===== src/rtl/rspl_pkg.sv =====
// ----------------------------------------------------------------------------
// rspl_pkg
// Shared types, widths and constants for the retry schedule parser/lookup.
// ----------------------------------------------------------------------------
package rspl_pkg;

  // Table geometry
  localparam int MaxEntries = 16;
  localparam int IdxW       = (MaxEntries > 1) ? $clog2(MaxEntries) : 1;
  localparam int CntW       = $clog2(MaxEntries + 1);

  // Queue between front and back
  localparam int QueueDepth = 2;
  localparam int QPtrW      = (QueueDepth > 1) ? $clog2(QueueDepth) : 1;
  localparam int QCntW      = $clog2(QueueDepth + 1);

  // Field widths
  localparam int ActW     = 2;
  localparam int CharW    = 8;
  localparam int RcW      = 16;
  localparam int StatusW  = 4;
  localparam int IvalW    = 32;
  localparam int EntW     = 5;
  localparam int InDataW  = 24;
  localparam int OutDataW = 48;
  localparam int OutPadW  = OutDataW - (StatusW + 1 + IvalW + EntW);
  localparam int NumW     = 33;
  localparam int RepW     = 17;
  localparam int LimW     = 16;
  localparam int MulW     = 17;
  localparam int RamW     = LimW + IvalW;

  // Seconds per unit and the largest number that still fits in 32 bits
  localparam longint unsigned U32Max = 64'hFFFF_FFFF;
  localparam int SecPerDay  = 24 * 60 * 60;
  localparam int SecPerHour = 60 * 60;
  localparam int SecPerMin  = 60;
  localparam logic [NumW-1:0] DayLimit  = NumW'(U32Max / SecPerDay);
  localparam logic [NumW-1:0] HourLimit = NumW'(U32Max / SecPerHour);
  localparam logic [NumW-1:0] MinLimit  = NumW'(U32Max / SecPerMin);
  localparam logic [NumW-1:0] SecLimit  = NumW'(U32Max);

  localparam logic [NumW-1:0] NumSat = 33'h1_0000_0000;
  localparam logic [RepW-1:0] RepSat = 17'h1_0000;
  localparam logic [RepW-1:0] RepMax = 17'h0_FFFF;

  // Character codes
  localparam logic [CharW-1:0] ChSpace = 8'h20;
  localparam logic [CharW-1:0] ChColon = 8'h3A;
  localparam logic [CharW-1:0] ChStar  = 8'h2A;
  localparam logic [CharW-1:0] ChComma = 8'h2C;
  localparam logic [CharW-1:0] ChZero  = 8'h30;
  localparam logic [CharW-1:0] ChNine  = 8'h39;
  localparam logic [CharW-1:0] ChLowD  = 8'h64;
  localparam logic [CharW-1:0] ChUpD   = 8'h44;
  localparam logic [CharW-1:0] ChLowH  = 8'h68;
  localparam logic [CharW-1:0] ChUpH   = 8'h48;
  localparam logic [CharW-1:0] ChLowM  = 8'h6D;
  localparam logic [CharW-1:0] ChUpM   = 8'h4D;
  localparam logic [CharW-1:0] ChLowS  = 8'h73;
  localparam logic [CharW-1:0] ChUpS   = 8'h53;

  typedef enum logic [ActW-1:0] {
    ACT_START = 2'd0,
    ACT_CHAR  = 2'd1,
    ACT_END   = 2'd2,
    ACT_QUERY = 2'd3
  } action_e;

  typedef enum logic [3:0] {
    CC_DIGIT,
    CC_SPACE,
    CC_COLON,
    CC_STAR,
    CC_COMMA,
    CC_DAY,
    CC_HOUR,
    CC_MIN,
    CC_SEC,
    CC_OTHER
  } char_class_e;

  typedef enum logic [3:0] {
    PH_IDLE,
    PH_LEAD,
    PH_ITEM,
    PH_NUM,
    PH_AFTER_VAL,
    PH_COLON,
    PH_REP,
    PH_AFTER_REP,
    PH_DEAD
  } parse_phase_e;

  typedef enum logic [StatusW-1:0] {
    ST_OK       = 4'd0,
    ST_SUFFIX   = 4'd1,
    ST_COUNT    = 4'd2,
    ST_ZERO     = 4'd3,
    ST_BIGCOUNT = 4'd4,
    ST_TOTAL    = 4'd5,
    ST_CHAR     = 4'd6,
    ST_EMPTY    = 4'd7,
    ST_FULL     = 4'd8,
    ST_OVERFLOW = 4'd9,
    ST_DEAD     = 4'd10
  } status_e;

  typedef enum logic [1:0] {
    BK_IDLE,
    BK_QREAD,
    BK_QCMP
  } back_state_e;

  // One classified item as it waits in the queue
  typedef struct packed {
    action_e          act;
    char_class_e      cls;
    logic [CharW-1:0] chr;
    logic [RcW-1:0]   rc;
  } item_t;

endpackage


===== src/rtl/rspl_ram.sv =====
// ----------------------------------------------------------------------------
// rspl_ram
// Generic single-write, single-read RAM with registered read data.
// ----------------------------------------------------------------------------
module rspl_ram #(
  parameter int Width = 8,
  parameter int Depth = 16
) (
  input  logic                                   clk_i,
  input  logic                                   we_i,
  input  logic [((Depth > 1) ? $clog2(Depth) : 1)-1:0] waddr_i,
  input  logic [Width-1:0]                       wdata_i,
  input  logic [((Depth > 1) ? $clog2(Depth) : 1)-1:0] raddr_i,
  output logic [Width-1:0]                       rdata_o
);

  logic [Width-1:0] mem_q [Depth];
  logic [Width-1:0] rdata_q;

  always_ff @(posedge clk_i) begin
    if (we_i) begin
      mem_q[waddr_i] <= wdata_i;
    end
    rdata_q <= mem_q[raddr_i];
  end

  assign rdata_o = rdata_q;

endmodule


===== src/rtl/rspl_front.sv =====
// ----------------------------------------------------------------------------
// rspl_front
// Accepts input transfers, classifies the byte and queues the item.
// ----------------------------------------------------------------------------
module rspl_front (
  input  logic                         clk_i,
  input  logic                         rst_ni,
  input  logic                         s_axis_tvalid_i,
  output logic                         s_axis_tready_o,
  input  logic [rspl_pkg::InDataW-1:0] s_axis_tdata_i,
  input  logic [rspl_pkg::ActW-1:0]    s_axis_tuser_i,
  output logic                         deq_valid_o,
  input  logic                         deq_ready_i,
  output rspl_pkg::item_t              deq_item_o
);
  import rspl_pkg::*;

  function automatic char_class_e classify(input logic [CharW-1:0] chr);
    char_class_e cls;
    case (chr) inside
      [ChZero:ChNine]: cls = CC_DIGIT;
      ChSpace:         cls = CC_SPACE;
      ChColon:         cls = CC_COLON;
      ChStar:          cls = CC_STAR;
      ChComma:         cls = CC_COMMA;
      ChLowD, ChUpD:   cls = CC_DAY;
      ChLowH, ChUpH:   cls = CC_HOUR;
      ChLowM, ChUpM:   cls = CC_MIN;
      ChLowS, ChUpS:   cls = CC_SEC;
      default:         cls = CC_OTHER;
    endcase
    return cls;
  endfunction

  item_t            mem_q [QueueDepth];
  item_t            in_item;
  logic [QPtrW-1:0] wptr_q, wptr_d, rptr_q, rptr_d;
  logic [QCntW-1:0] cnt_q, cnt_d;
  logic             push, pop;

  always_comb begin
    in_item.act = action_e'(s_axis_tuser_i);
    in_item.chr = s_axis_tdata_i[CharW-1:0];
    in_item.rc  = s_axis_tdata_i[CharW +: RcW];
    in_item.cls = classify(s_axis_tdata_i[CharW-1:0]);
  end

  assign s_axis_tready_o = (cnt_q != QCntW'(QueueDepth));
  assign deq_valid_o     = (cnt_q != '0);
  assign deq_item_o      = mem_q[rptr_q];
  assign push            = s_axis_tvalid_i && s_axis_tready_o;
  assign pop             = deq_valid_o && deq_ready_i;

  always_comb begin
    wptr_d = wptr_q;
    rptr_d = rptr_q;
    cnt_d  = cnt_q;
    if (push) begin
      wptr_d = (wptr_q == QPtrW'(QueueDepth - 1)) ? '0 : wptr_q + QPtrW'(1);
    end
    if (pop) begin
      rptr_d = (rptr_q == QPtrW'(QueueDepth - 1)) ? '0 : rptr_q + QPtrW'(1);
    end
    if (push && !pop) begin
      cnt_d = cnt_q + QCntW'(1);
    end else if (pop && !push) begin
      cnt_d = cnt_q - QCntW'(1);
    end
  end

  always_ff @(posedge clk_i or negedge rst_ni) begin
    if (!rst_ni) begin
      wptr_q <= '0;
      rptr_q <= '0;
      cnt_q  <= '0;
    end else begin
      wptr_q <= wptr_d;
      rptr_q <= rptr_d;
      cnt_q  <= cnt_d;
    end
  end

  always_ff @(posedge clk_i) begin
    if (push) begin
      mem_q[wptr_q] <= in_item;
    end
  end

endmodule


===== src/rtl/rspl_back.sv =====
// ----------------------------------------------------------------------------
// rspl_back
// Runs the parser one byte per cycle, save during a query walk or a stall,
// walks the table for queries and holds the result in the output register.
// ----------------------------------------------------------------------------
module rspl_back (
  input  logic                          clk_i,
  input  logic                          rst_ni,
  input  logic                          deq_valid_i,
  output logic                          deq_ready_o,
  input  rspl_pkg::item_t               deq_item_i,
  output logic                          m_axis_tvalid_o,
  input  logic                          m_axis_tready_i,
  output logic [rspl_pkg::OutDataW-1:0] m_axis_tdata_o
);
  import rspl_pkg::*;

  back_state_e      state_q, state_d;
  parse_phase_e     phase_q, phase_s;
  logic [NumW-1:0]  num_q, num_s;
  logic [IvalW-1:0] ival_q, ival_s;
  logic [RepW-1:0]  rep_q, rep_s;
  logic [RepW-1:0]  total_q, total_s;
  logic [CntW-1:0]  used_q, used_s;
  logic             tval_q, tval_s;
  status_e          st_s;

  logic [IdxW-1:0]  qidx_q, qidx_d;
  logic [RcW-1:0]   rc_q;

  logic             out_free, take, step_en, fast_miss, hit, last;
  logic             wr_en, close_req, fail_req, start_byte;
  status_e          fail_code, close_code;
  logic [RepW-1:0]  close_sum;
  logic [3:0]       digit;
  logic [NumW+3:0]  num_x10;
  logic [RepW+3:0]  rep_x10;
  logic [MulW-1:0]  mult;
  logic [NumW-1:0]  mult_lim;
  logic [IvalW+MulW-1:0] prod;
  logic [RamW-1:0]  rdata;

  logic               m_valid_q;
  logic [OutDataW-1:0] m_data_q, m_data_d;
  logic               out_load;

  // Table: limit in the upper bits, interval in the lower bits
  rspl_ram #(
    .Width (RamW),
    .Depth (MaxEntries)
  ) u_table (
    .clk_i   (clk_i),
    .we_i    (wr_en),
    .waddr_i (used_q[IdxW-1:0]),
    .wdata_i ({close_sum[LimW-1:0], ival_q}),
    .raddr_i (qidx_q),
    .rdata_o (rdata)
  );

  assign out_free    = !m_valid_q || m_axis_tready_i;
  assign deq_ready_o = (state_q == BK_IDLE) && out_free;
  assign take        = deq_valid_i && deq_ready_o;
  assign step_en     = take && (deq_item_i.act != ACT_QUERY);
  assign fast_miss   = !tval_q || (used_q == '0);
  assign hit         = rc_q < rdata[IvalW +: LimW];
  assign last        = (CntW'(qidx_q) + CntW'(1)) == used_q;

  // Arithmetic helpers
  assign digit     = deq_item_i.chr[3:0];
  assign num_x10   = ({4'b0, num_q} << 3) + ({4'b0, num_q} << 1) + (NumW+4)'(digit);
  assign rep_x10   = ({4'b0, rep_q} << 3) + ({4'b0, rep_q} << 1) + (RepW+4)'(digit);
  assign close_sum = total_q + rep_q;
  assign prod      = {{MulW{1'b0}}, num_q[IvalW-1:0]} * {{IvalW{1'b0}}, mult};

  always_comb begin
    case (deq_item_i.cls)
      CC_DAY: begin
        mult     = MulW'(SecPerDay);
        mult_lim = DayLimit;
      end
      CC_HOUR: begin
        mult     = MulW'(SecPerHour);
        mult_lim = HourLimit;
      end
      CC_MIN: begin
        mult     = MulW'(SecPerMin);
        mult_lim = MinLimit;
      end
      default: begin
        mult     = MulW'(1);
        mult_lim = SecLimit;
      end
    endcase
  end

  always_comb begin
    if (rep_q == '0) begin
      close_code = ST_ZERO;
    end else if (rep_q > RepMax) begin
      close_code = ST_BIGCOUNT;
    end else if (close_sum > RepMax) begin
      close_code = ST_TOTAL;
    end else if (used_q >= CntW'(MaxEntries)) begin
      close_code = ST_FULL;
    end else begin
      close_code = ST_OK;
    end
  end

  // Parser step for start, byte and end items
  always_comb begin
    phase_s    = phase_q;
    num_s      = num_q;
    ival_s     = ival_q;
    rep_s      = rep_q;
    total_s    = total_q;
    used_s     = used_q;
    tval_s     = tval_q;
    st_s       = ST_OK;
    wr_en      = 1'b0;
    close_req  = 1'b0;
    fail_req   = 1'b0;
    fail_code  = ST_OK;
    start_byte = 1'b0;

    case (deq_item_i.act)
      ACT_START: begin
        tval_s  = 1'b0;
        used_s  = '0;
        total_s = '0;
        num_s   = '0;
        ival_s  = '0;
        rep_s   = RepW'(1);
        phase_s = PH_LEAD;
      end
      ACT_CHAR: begin
        case (phase_q)
          PH_LEAD: begin
            start_byte = (deq_item_i.cls != CC_SPACE);
          end
          PH_ITEM: begin
            start_byte = 1'b1;
          end
          PH_NUM: begin
            if (deq_item_i.cls == CC_DIGIT) begin
              num_s = (num_x10 > (NumW+4)'(NumSat)) ? NumSat : num_x10[NumW-1:0];
            end else if (deq_item_i.cls inside {CC_DAY, CC_HOUR, CC_MIN, CC_SEC}) begin
              if (num_q > mult_lim) begin
                fail_req  = 1'b1;
                fail_code = ST_OVERFLOW;
              end else begin
                ival_s  = prod[IvalW-1:0];
                phase_s = PH_AFTER_VAL;
              end
            end else begin
              fail_req  = 1'b1;
              fail_code = ST_SUFFIX;
            end
          end
          PH_AFTER_VAL: begin
            case (deq_item_i.cls)
              CC_SPACE: ;
              CC_COLON: phase_s = PH_COLON;
              CC_COMMA: begin
                phase_s   = PH_ITEM;
                close_req = 1'b1;
              end
              default: begin
                fail_req  = 1'b1;
                fail_code = ST_CHAR;
              end
            endcase
          end
          PH_COLON: begin
            case (deq_item_i.cls)
              CC_SPACE: ;
              CC_STAR: begin
                rep_s   = RepMax - total_q;
                phase_s = PH_AFTER_REP;
              end
              CC_DIGIT: begin
                rep_s   = RepW'(digit);
                phase_s = PH_REP;
              end
              default: begin
                fail_req  = 1'b1;
                fail_code = ST_COUNT;
              end
            endcase
          end
          PH_REP, PH_AFTER_REP: begin
            if (phase_q == PH_REP && deq_item_i.cls == CC_DIGIT) begin
              rep_s = (rep_x10 > (RepW+4)'(RepSat)) ? RepSat : rep_x10[RepW-1:0];
            end else begin
              phase_s = PH_AFTER_REP;
              case (deq_item_i.cls)
                CC_SPACE: ;
                CC_COMMA: begin
                  phase_s   = PH_ITEM;
                  close_req = 1'b1;
                end
                default: begin
                  fail_req  = 1'b1;
                  fail_code = ST_CHAR;
                end
              endcase
            end
          end
          default: st_s = ST_DEAD;
        endcase

        // First byte of an item
        if (start_byte) begin
          case (deq_item_i.cls)
            CC_SPACE: phase_s = PH_ITEM;
            CC_DIGIT: begin
              num_s   = NumW'(digit);
              phase_s = PH_NUM;
            end
            CC_COLON: phase_s = PH_COLON;
            CC_COMMA: begin
              phase_s   = PH_ITEM;
              close_req = 1'b1;
            end
            default: begin
              fail_req  = 1'b1;
              fail_code = ST_CHAR;
            end
          endcase
        end
      end
      ACT_END: begin
        case (phase_q)
          PH_LEAD: begin
            tval_s  = 1'b1;
            phase_s = PH_IDLE;
          end
          PH_ITEM: begin
            fail_req  = 1'b1;
            fail_code = ST_EMPTY;
          end
          PH_NUM: begin
            fail_req  = 1'b1;
            fail_code = ST_CHAR;
          end
          PH_COLON: begin
            fail_req  = 1'b1;
            fail_code = ST_COUNT;
          end
          PH_AFTER_VAL, PH_REP, PH_AFTER_REP: begin
            close_req = 1'b1;
            tval_s    = 1'b1;
            phase_s   = PH_IDLE;
          end
          default: st_s = ST_DEAD;
        endcase
      end
      default: ;
    endcase

    // Close the item: append one table entry, or fail with the close status
    if (close_req) begin
      if (close_code != ST_OK) begin
        fail_req  = 1'b1;
        fail_code = close_code;
      end else begin
        total_s = close_sum;
        wr_en   = step_en;
        used_s  = used_q + CntW'(1);
        num_s   = '0;
        ival_s  = '0;
        rep_s   = RepW'(1);
      end
    end

    // Any error drops the table and kills the parse
    if (fail_req) begin
      tval_s  = 1'b0;
      used_s  = '0;
      total_s = '0;
      phase_s = PH_DEAD;
      st_s    = fail_code;
    end
  end

  // Next state
  always_comb begin
    state_d = state_q;
    case (state_q)
      BK_IDLE: begin
        if (take && deq_item_i.act == ACT_QUERY && !fast_miss) begin
          state_d = BK_QREAD;
        end
      end
      BK_QREAD: state_d = BK_QCMP;
      BK_QCMP: begin
        if (hit || last) begin
          if (out_free) begin
            state_d = BK_IDLE;
          end
        end else begin
          state_d = BK_QREAD;
        end
      end
      default: state_d = BK_IDLE;
    endcase
  end

  // Walk index and result register load
  always_comb begin
    qidx_d   = qidx_q;
    out_load = 1'b0;
    m_data_d = m_data_q;
    case (state_q)
      BK_IDLE: begin
        qidx_d = '0;
        if (step_en) begin
          out_load = 1'b1;
          m_data_d = {{OutPadW{1'b0}}, (tval_s ? EntW'(used_s) : EntW'(0)),
                      {IvalW{1'b0}}, 1'b0, st_s};
        end else if (take && fast_miss) begin
          out_load = 1'b1;
          m_data_d = {{OutPadW{1'b0}}, (tval_q ? EntW'(used_q) : EntW'(0)),
                      {IvalW{1'b0}}, 1'b0, ST_OK};
        end
      end
      BK_QCMP: begin
        if (hit || last) begin
          if (out_free) begin
            out_load = 1'b1;
            m_data_d = {{OutPadW{1'b0}}, EntW'(used_q),
                        (hit ? rdata[IvalW-1:0] : {IvalW{1'b0}}), hit, ST_OK};
          end
        end else begin
          qidx_d = qidx_q + IdxW'(1);
        end
      end
      default: ;
    endcase
  end

  always_ff @(posedge clk_i or negedge rst_ni) begin
    if (!rst_ni) begin
      state_q   <= BK_IDLE;
      phase_q   <= PH_IDLE;
      num_q     <= '0;
      ival_q    <= '0;
      rep_q     <= RepW'(1);
      total_q   <= '0;
      used_q    <= '0;
      tval_q    <= 1'b0;
      qidx_q    <= '0;
      m_valid_q <= 1'b0;
    end else begin
      state_q <= state_d;
      qidx_q  <= qidx_d;
      if (step_en) begin
        phase_q <= phase_s;
        num_q   <= num_s;
        ival_q  <= ival_s;
        rep_q   <= rep_s;
        total_q <= total_s;
        used_q  <= used_s;
        tval_q  <= tval_s;
      end
      if (out_load) begin
        m_valid_q <= 1'b1;
      end else if (m_axis_tready_i) begin
        m_valid_q <= 1'b0;
      end
    end
  end

  always_ff @(posedge clk_i) begin
    if (take) begin
      rc_q <= deq_item_i.rc;
    end
    m_data_q <= m_data_d;
  end

  assign m_axis_tvalid_o = m_valid_q;
  assign m_axis_tdata_o  = m_data_q;

endmodule


===== src/rtl/retry_schedule_parse_lookup_top.sv =====
// ----------------------------------------------------------------------------
// retry_schedule_parse_lookup_top
// Retry schedule string parser with attempt-limit table and query lookup.
// ----------------------------------------------------------------------------
// Every input transfer gives exactly one output transfer, in order. A start
// clears the table and opens a parse; schedule bytes ("30s:3, 5m:*" style,
// comma-separated items, optional d/h/m/s number and ':' count or '*') are
// parsed at one byte per cycle in the back end when no query walk is busy
// and the result register is free; an end closes the table. A query walks
// the stored entries from the first and returns the interval of the first
// one whose cumulative limit exceeds the retry count. A query is answered
// without a table walk when the table is invalid or empty; otherwise it
// examines up to 16 entries in turn, each with one registered read of the
// table RAM (BK_QREAD) and one compare (BK_QCMP). A two-entry queue sits
// between the input side and the back end, and the result sits in an
// output register, so input transfers keep landing while a result waits
// to be taken. Any parse error drops the table; bytes or an end with no
// open parse report the dead status and change nothing.
// ----------------------------------------------------------------------------
module retry_schedule_parse_lookup_top (
  input  logic                          clk_i,
  input  logic                          rst_ni,
  // Input stream
  input  logic                          s_axis_tvalid_i,
  output logic                          s_axis_tready_o,
  // tdata: [7:0] char_code, [23:8] retry_count
  input  logic [rspl_pkg::InDataW-1:0]  s_axis_tdata_i,
  // tuser: [1:0] action
  input  logic [rspl_pkg::ActW-1:0]     s_axis_tuser_i,
  // Result stream
  output logic                          m_axis_tvalid_o,
  input  logic                          m_axis_tready_i,
  // tdata: [3:0] status, [4] retry_allowed, [36:5] interval_seconds,
  //        [41:37] entry_count, [47:42] zero
  output logic [rspl_pkg::OutDataW-1:0] m_axis_tdata_o
);
  import rspl_pkg::*;

  // Classified items waiting for the back end
  logic  deq_valid;
  logic  deq_ready;
  item_t deq_item;

  // Front: accept the transfer, classify the byte, queue the item
  rspl_front u_front (
    .clk_i           (clk_i),
    .rst_ni          (rst_ni),
    .s_axis_tvalid_i (s_axis_tvalid_i),
    .s_axis_tready_o (s_axis_tready_o),
    .s_axis_tdata_i  (s_axis_tdata_i),
    .s_axis_tuser_i  (s_axis_tuser_i),
    .deq_valid_o     (deq_valid),
    .deq_ready_i     (deq_ready),
    .deq_item_o      (deq_item)
  );

  // Back: advance the parser, walk the table, hold the result
  rspl_back u_back (
    .clk_i           (clk_i),
    .rst_ni          (rst_ni),
    .deq_valid_i     (deq_valid),
    .deq_ready_o     (deq_ready),
    .deq_item_i      (deq_item),
    .m_axis_tvalid_o (m_axis_tvalid_o),
    .m_axis_tready_i (m_axis_tready_i),
    .m_axis_tdata_o  (m_axis_tdata_o)
  );

endmodule


===== config.mk =====
export PLATFORM = sky130hd
export DESIGN_NAME = retry_schedule_parse_lookup_top
export DESIGN_NICKNAME = d
export VERILOG_FILES = /design/src/rtl/rspl_pkg.sv /design/src/rtl/rspl_ram.sv /design/src/rtl/rspl_front.sv /design/src/rtl/rspl_back.sv /design/src/rtl/retry_schedule_parse_lookup_top.sv
export SDC_FILE = /design/constraint.sdc
export NUM_CORES = 2
export LEC_CHECK = 0
export ABC_AREA = 1
export BUFFER_PORTS_ARGS = -buffer_cell sky130_fd_sc_hd__buf_4
export CORE_MARGIN = 2
export CORE_UTILIZATION = 64
export DETAILED_ROUTE_END_ITERATION = 10
export PLACE_DENSITY_LB_ADDON = 0.3
export SYNTH_ARGS = -nofsm -noshare
export SYNTH_HDL_FRONTEND = slang
export SYNTH_SLANG_ARGS = --single-unit

===== constraint.sdc =====
create_clock -name clk_i -period 8.3 [get_ports clk_i]
set_input_delay 2.49 -clock clk_i [delete_from_list [all_inputs] [get_ports clk_i]]
set_output_delay 2.49 -clock clk_i [all_outputs]
set_load 0.05 [all_outputs]

==> impl_metrics.tcl <==
set metrics [dict create \
    fin_crit_ps 7523 \
    cts_resized 0 \
    area_growth_syn_to_layout_pct 8.537 \
    arrival_ps 8050 \
    drive_above_1_share_pct 5.956 \
    setup_viol 0 \
    p_leak_nw 27.28 \
    critical_path.max_stage_delay_ps 580 \
    via_per_inst 6.017 \
    path_delay_family "adder cells" \
    cts-buffers-inserted 100 \
    synthMuxAreaShare_pct 0 \
    finalWeightedCongestion 1.013 \
    hold_viol 0 \
    cp_common_cell "nand2_1" \
    synthFlopType "edfxtp_1" \
    synthAdderAreaFrac_pct 14.77 \
    firstDrtPassIters 6 \
    postCtsSetupRepairBufs 0 \
    die_h_um 308.9 \
    gr-usage-met1_pct 46.85 \
    synth_top_family_by_area "adder cells" \
    critical_path_buf_inv_count 8 \
    synth.top_cells.by_count "1003 x nand2_1, 878 x edfxtp_1, 844 x nor2_1, 803 x inv_1, 601 x o21ai_0" \
    synth_top_area_share_pct 44.32 \
    grt.overflow.total 0 \
    drv_slew 0 \
    ir_drop_mv 0.2550 \
    async_flop_share_pct 11.47 \
    antenna_found_initial 3 \
    start_util_pct 64.70 \
    finalPower_w 0.01652 \
    hold_buffers 0 \
    cts_tree "built" \
    syn_inst 6161 \
    synth_edf_count 878 \
    powerDensity_nw_per_um2 255.8 \
    die_area_um2 95410 \
    clk_latency_ps 690 \
    crit_slowest_cell "fa_1" \
    synth_area_leaders "edfxtp_1 44%, fa_1 7.9%, ha_1 6.9%" \
    avgSynthCellArea_um2 9.656 \
    cap_violations 0 \
    ys_ff_latch 1046 \
    syn_area_um2 59490 \
    row_count 111 \
    grt_pass1_wl_mm 251.1 \
    required_ps 8830 \
    yosysWarnings 0 \
    fin_util_pct 70.23 \
    num_io_pins 80 \
    avgRoutedWirePerCell_um 22.08 \
    ys_seq_area_share_pct 50.98 \
    cts_sinks 1046 \
    start_kind "flop" \
    place_hpwl_mm 109.8 \
    grt_usage_pct 34.78 \
    synth_compound_area_share_pct 11.59 \
    cp_max_fo 16 \
    fin_crit_sh_pct 90.64 \
    end_kind "flop" \
    nets 6753 \
    n_antenna_cell 0 \
    synth_xor_area_share_pct 1.266 \
    yosys.area.top_type "edfxtp_1" \
    rsz0062_at_grt "false" \
    path_class "reg -> reg" \
    busiest_layer "met2" \
    met3_usage_pct 5.056 \
    clk_path_buf_depth 3 \
    met2_usage_pct 56.14 \
    fin_skew_ps 43.10 \
    ctsRootBufferMaster "clkbuf_16" \
    synth_cell_types 58 \
    grt_max_degree 237 \
    fp.dieW_um 308.9 \
    fin_tns_setup_ps 0 \
    ant_nets 0 \
    drt_iter0_drc 5260 \
    tightest_slew_ps 1290 \
    remaining_drc_errors 0 \
    slew_headroom_pct 13.08 \
    vias 45060 \
    min_path_type "reg -> reg" \
    grt_pass1_vias 43030 \
    clk_pin_slew_ps 60 \
    portBuffers 73 \
    core_um2 91940 \
    timing.fmax_mhz 132.9 \
    routed_wl_mm 165.4 \
    yosys.area_share.simple_pct 14.43 \
    htree_levels 3 \
    yosysMostFrequentCell "nand2_1" \
    status "finished, final reports clean" \
]
==> metrics by stage <==
step,area (um^2),setup slack (ps),cells,hold WS (ps)
CTS,64570,853.9,7489,490.5
floorplan,59520,651.2,6170,455.5
global placement,61330,986.9,7302,472.3
detailed placement,61330,904.5,7302,482.2
finish,64570,776.8,7489,497.5
global route,64570,343.4,7489,519.5
==> state kept, by name, indices dropped and copies added, names as in the netlist <==
signal,cells
u_front.wptr_q,1
u_back.u_table.mem_q,768
u_back.used_q,5
u_back.phase_q,4
u_back.total_q,17
u_back.m_axis_tvalid_o,1
u_back.state_q,2
u_back.m_axis_tdata_o,42
u_back.rc_q,16
u_front.rptr_q,1
u_back.tval_q,1
u_back.ival_q,32
u_back.qidx_q,4
u_front.cnt_q,2
u_back.num_q,33
u_back.rep_q,17
u_back.u_table.rdata_o,48
u_front.mem_q,52
==> logic make-up (layout without fill, tap and decap cells) <==
logic type,Yosys count,in the layout
AO/OA/AOI/OAI,1248,1248
XOR/XNOR,86,86
adder cells (fa/ha/maj),562,562
buffers and inverters,1079,1155
flip-flops,1046,1046
other,1,10
AND/OR/NAND/NOR,2139,2139
==> metal layers <==
metal  wire, um  vias to the layer above
li1           -                    20700
met1      64450                    21660
met2      77390                     2288
met3      14730                      411
met4       8767                        4
met5         27                        -
==> final cells by class <==
class                      count  area (um^2)
multi-input combinational   4045        25210
clock inverter                47        457.9
inverter                     821         3095
timing repair buffer         147         1132
sequential                  1046        30340
fill                        6796        27370
clock buffer                 140         2776
tap                         1243         1555
==> worst paths after layout <==
kind	from	endpoint	slack (ps)	cells after the start
hold reg to reg	u_back.state_q[1]	u_back.state_q[1]	500	1
setup reg to reg	u_front.rptr_q	u_back.ival_q[24]	780	33
min in group asynchronous	rst_ni	u_back.num_q[29]	1860	1
hold / removal	u_back.state_q[1]	u_back.state_q[1]	500	1
setup / recovery	u_front.rptr_q	u_back.ival_q[24]	780	33
max in group asynchronous	rst_ni	u_back.qidx_q[2]	5100	2
==> worst register-to-register path: cells and delay by family, from the launching register on <==
kind / cells / cell delay, ps
fa+ha+maj: 7 / 3530
simple gates: 15 / 2120
buf+inv: 8 / 920
flops: 1 / 480
compound gates: 2 / 180
xor+xnor: 1 / 120
==> cells in the final DEF, fill, tap and decap left out, drive strengths merged, types with 18 or more instances in the layout <==
cell / count
dfxtp: 48
edfxtp: 878
o211ai: 18
clkinv: 37
dfrtp: 119
nor3: 64
nand2: 1012
nor2: 854
nand3: 132
buf: 147
o21ai: 622
ha: 328
clkbuf: 140
xor2: 42
fa: 234
o22ai: 249
a22oi: 24
xnor2: 44
a21oi: 261
inv: 819
nand4: 33
==> power by group <==
part	switching (W)	leakage, nW	internal [W]
Clock	0.00200	1.57	0.00253
Sequential	0.000434	10.2	0.00633
Combinational	0.00384	15.5	0.00139
Total	0.00627	27.3	0.0103
(Power assumes the default switching activity.)
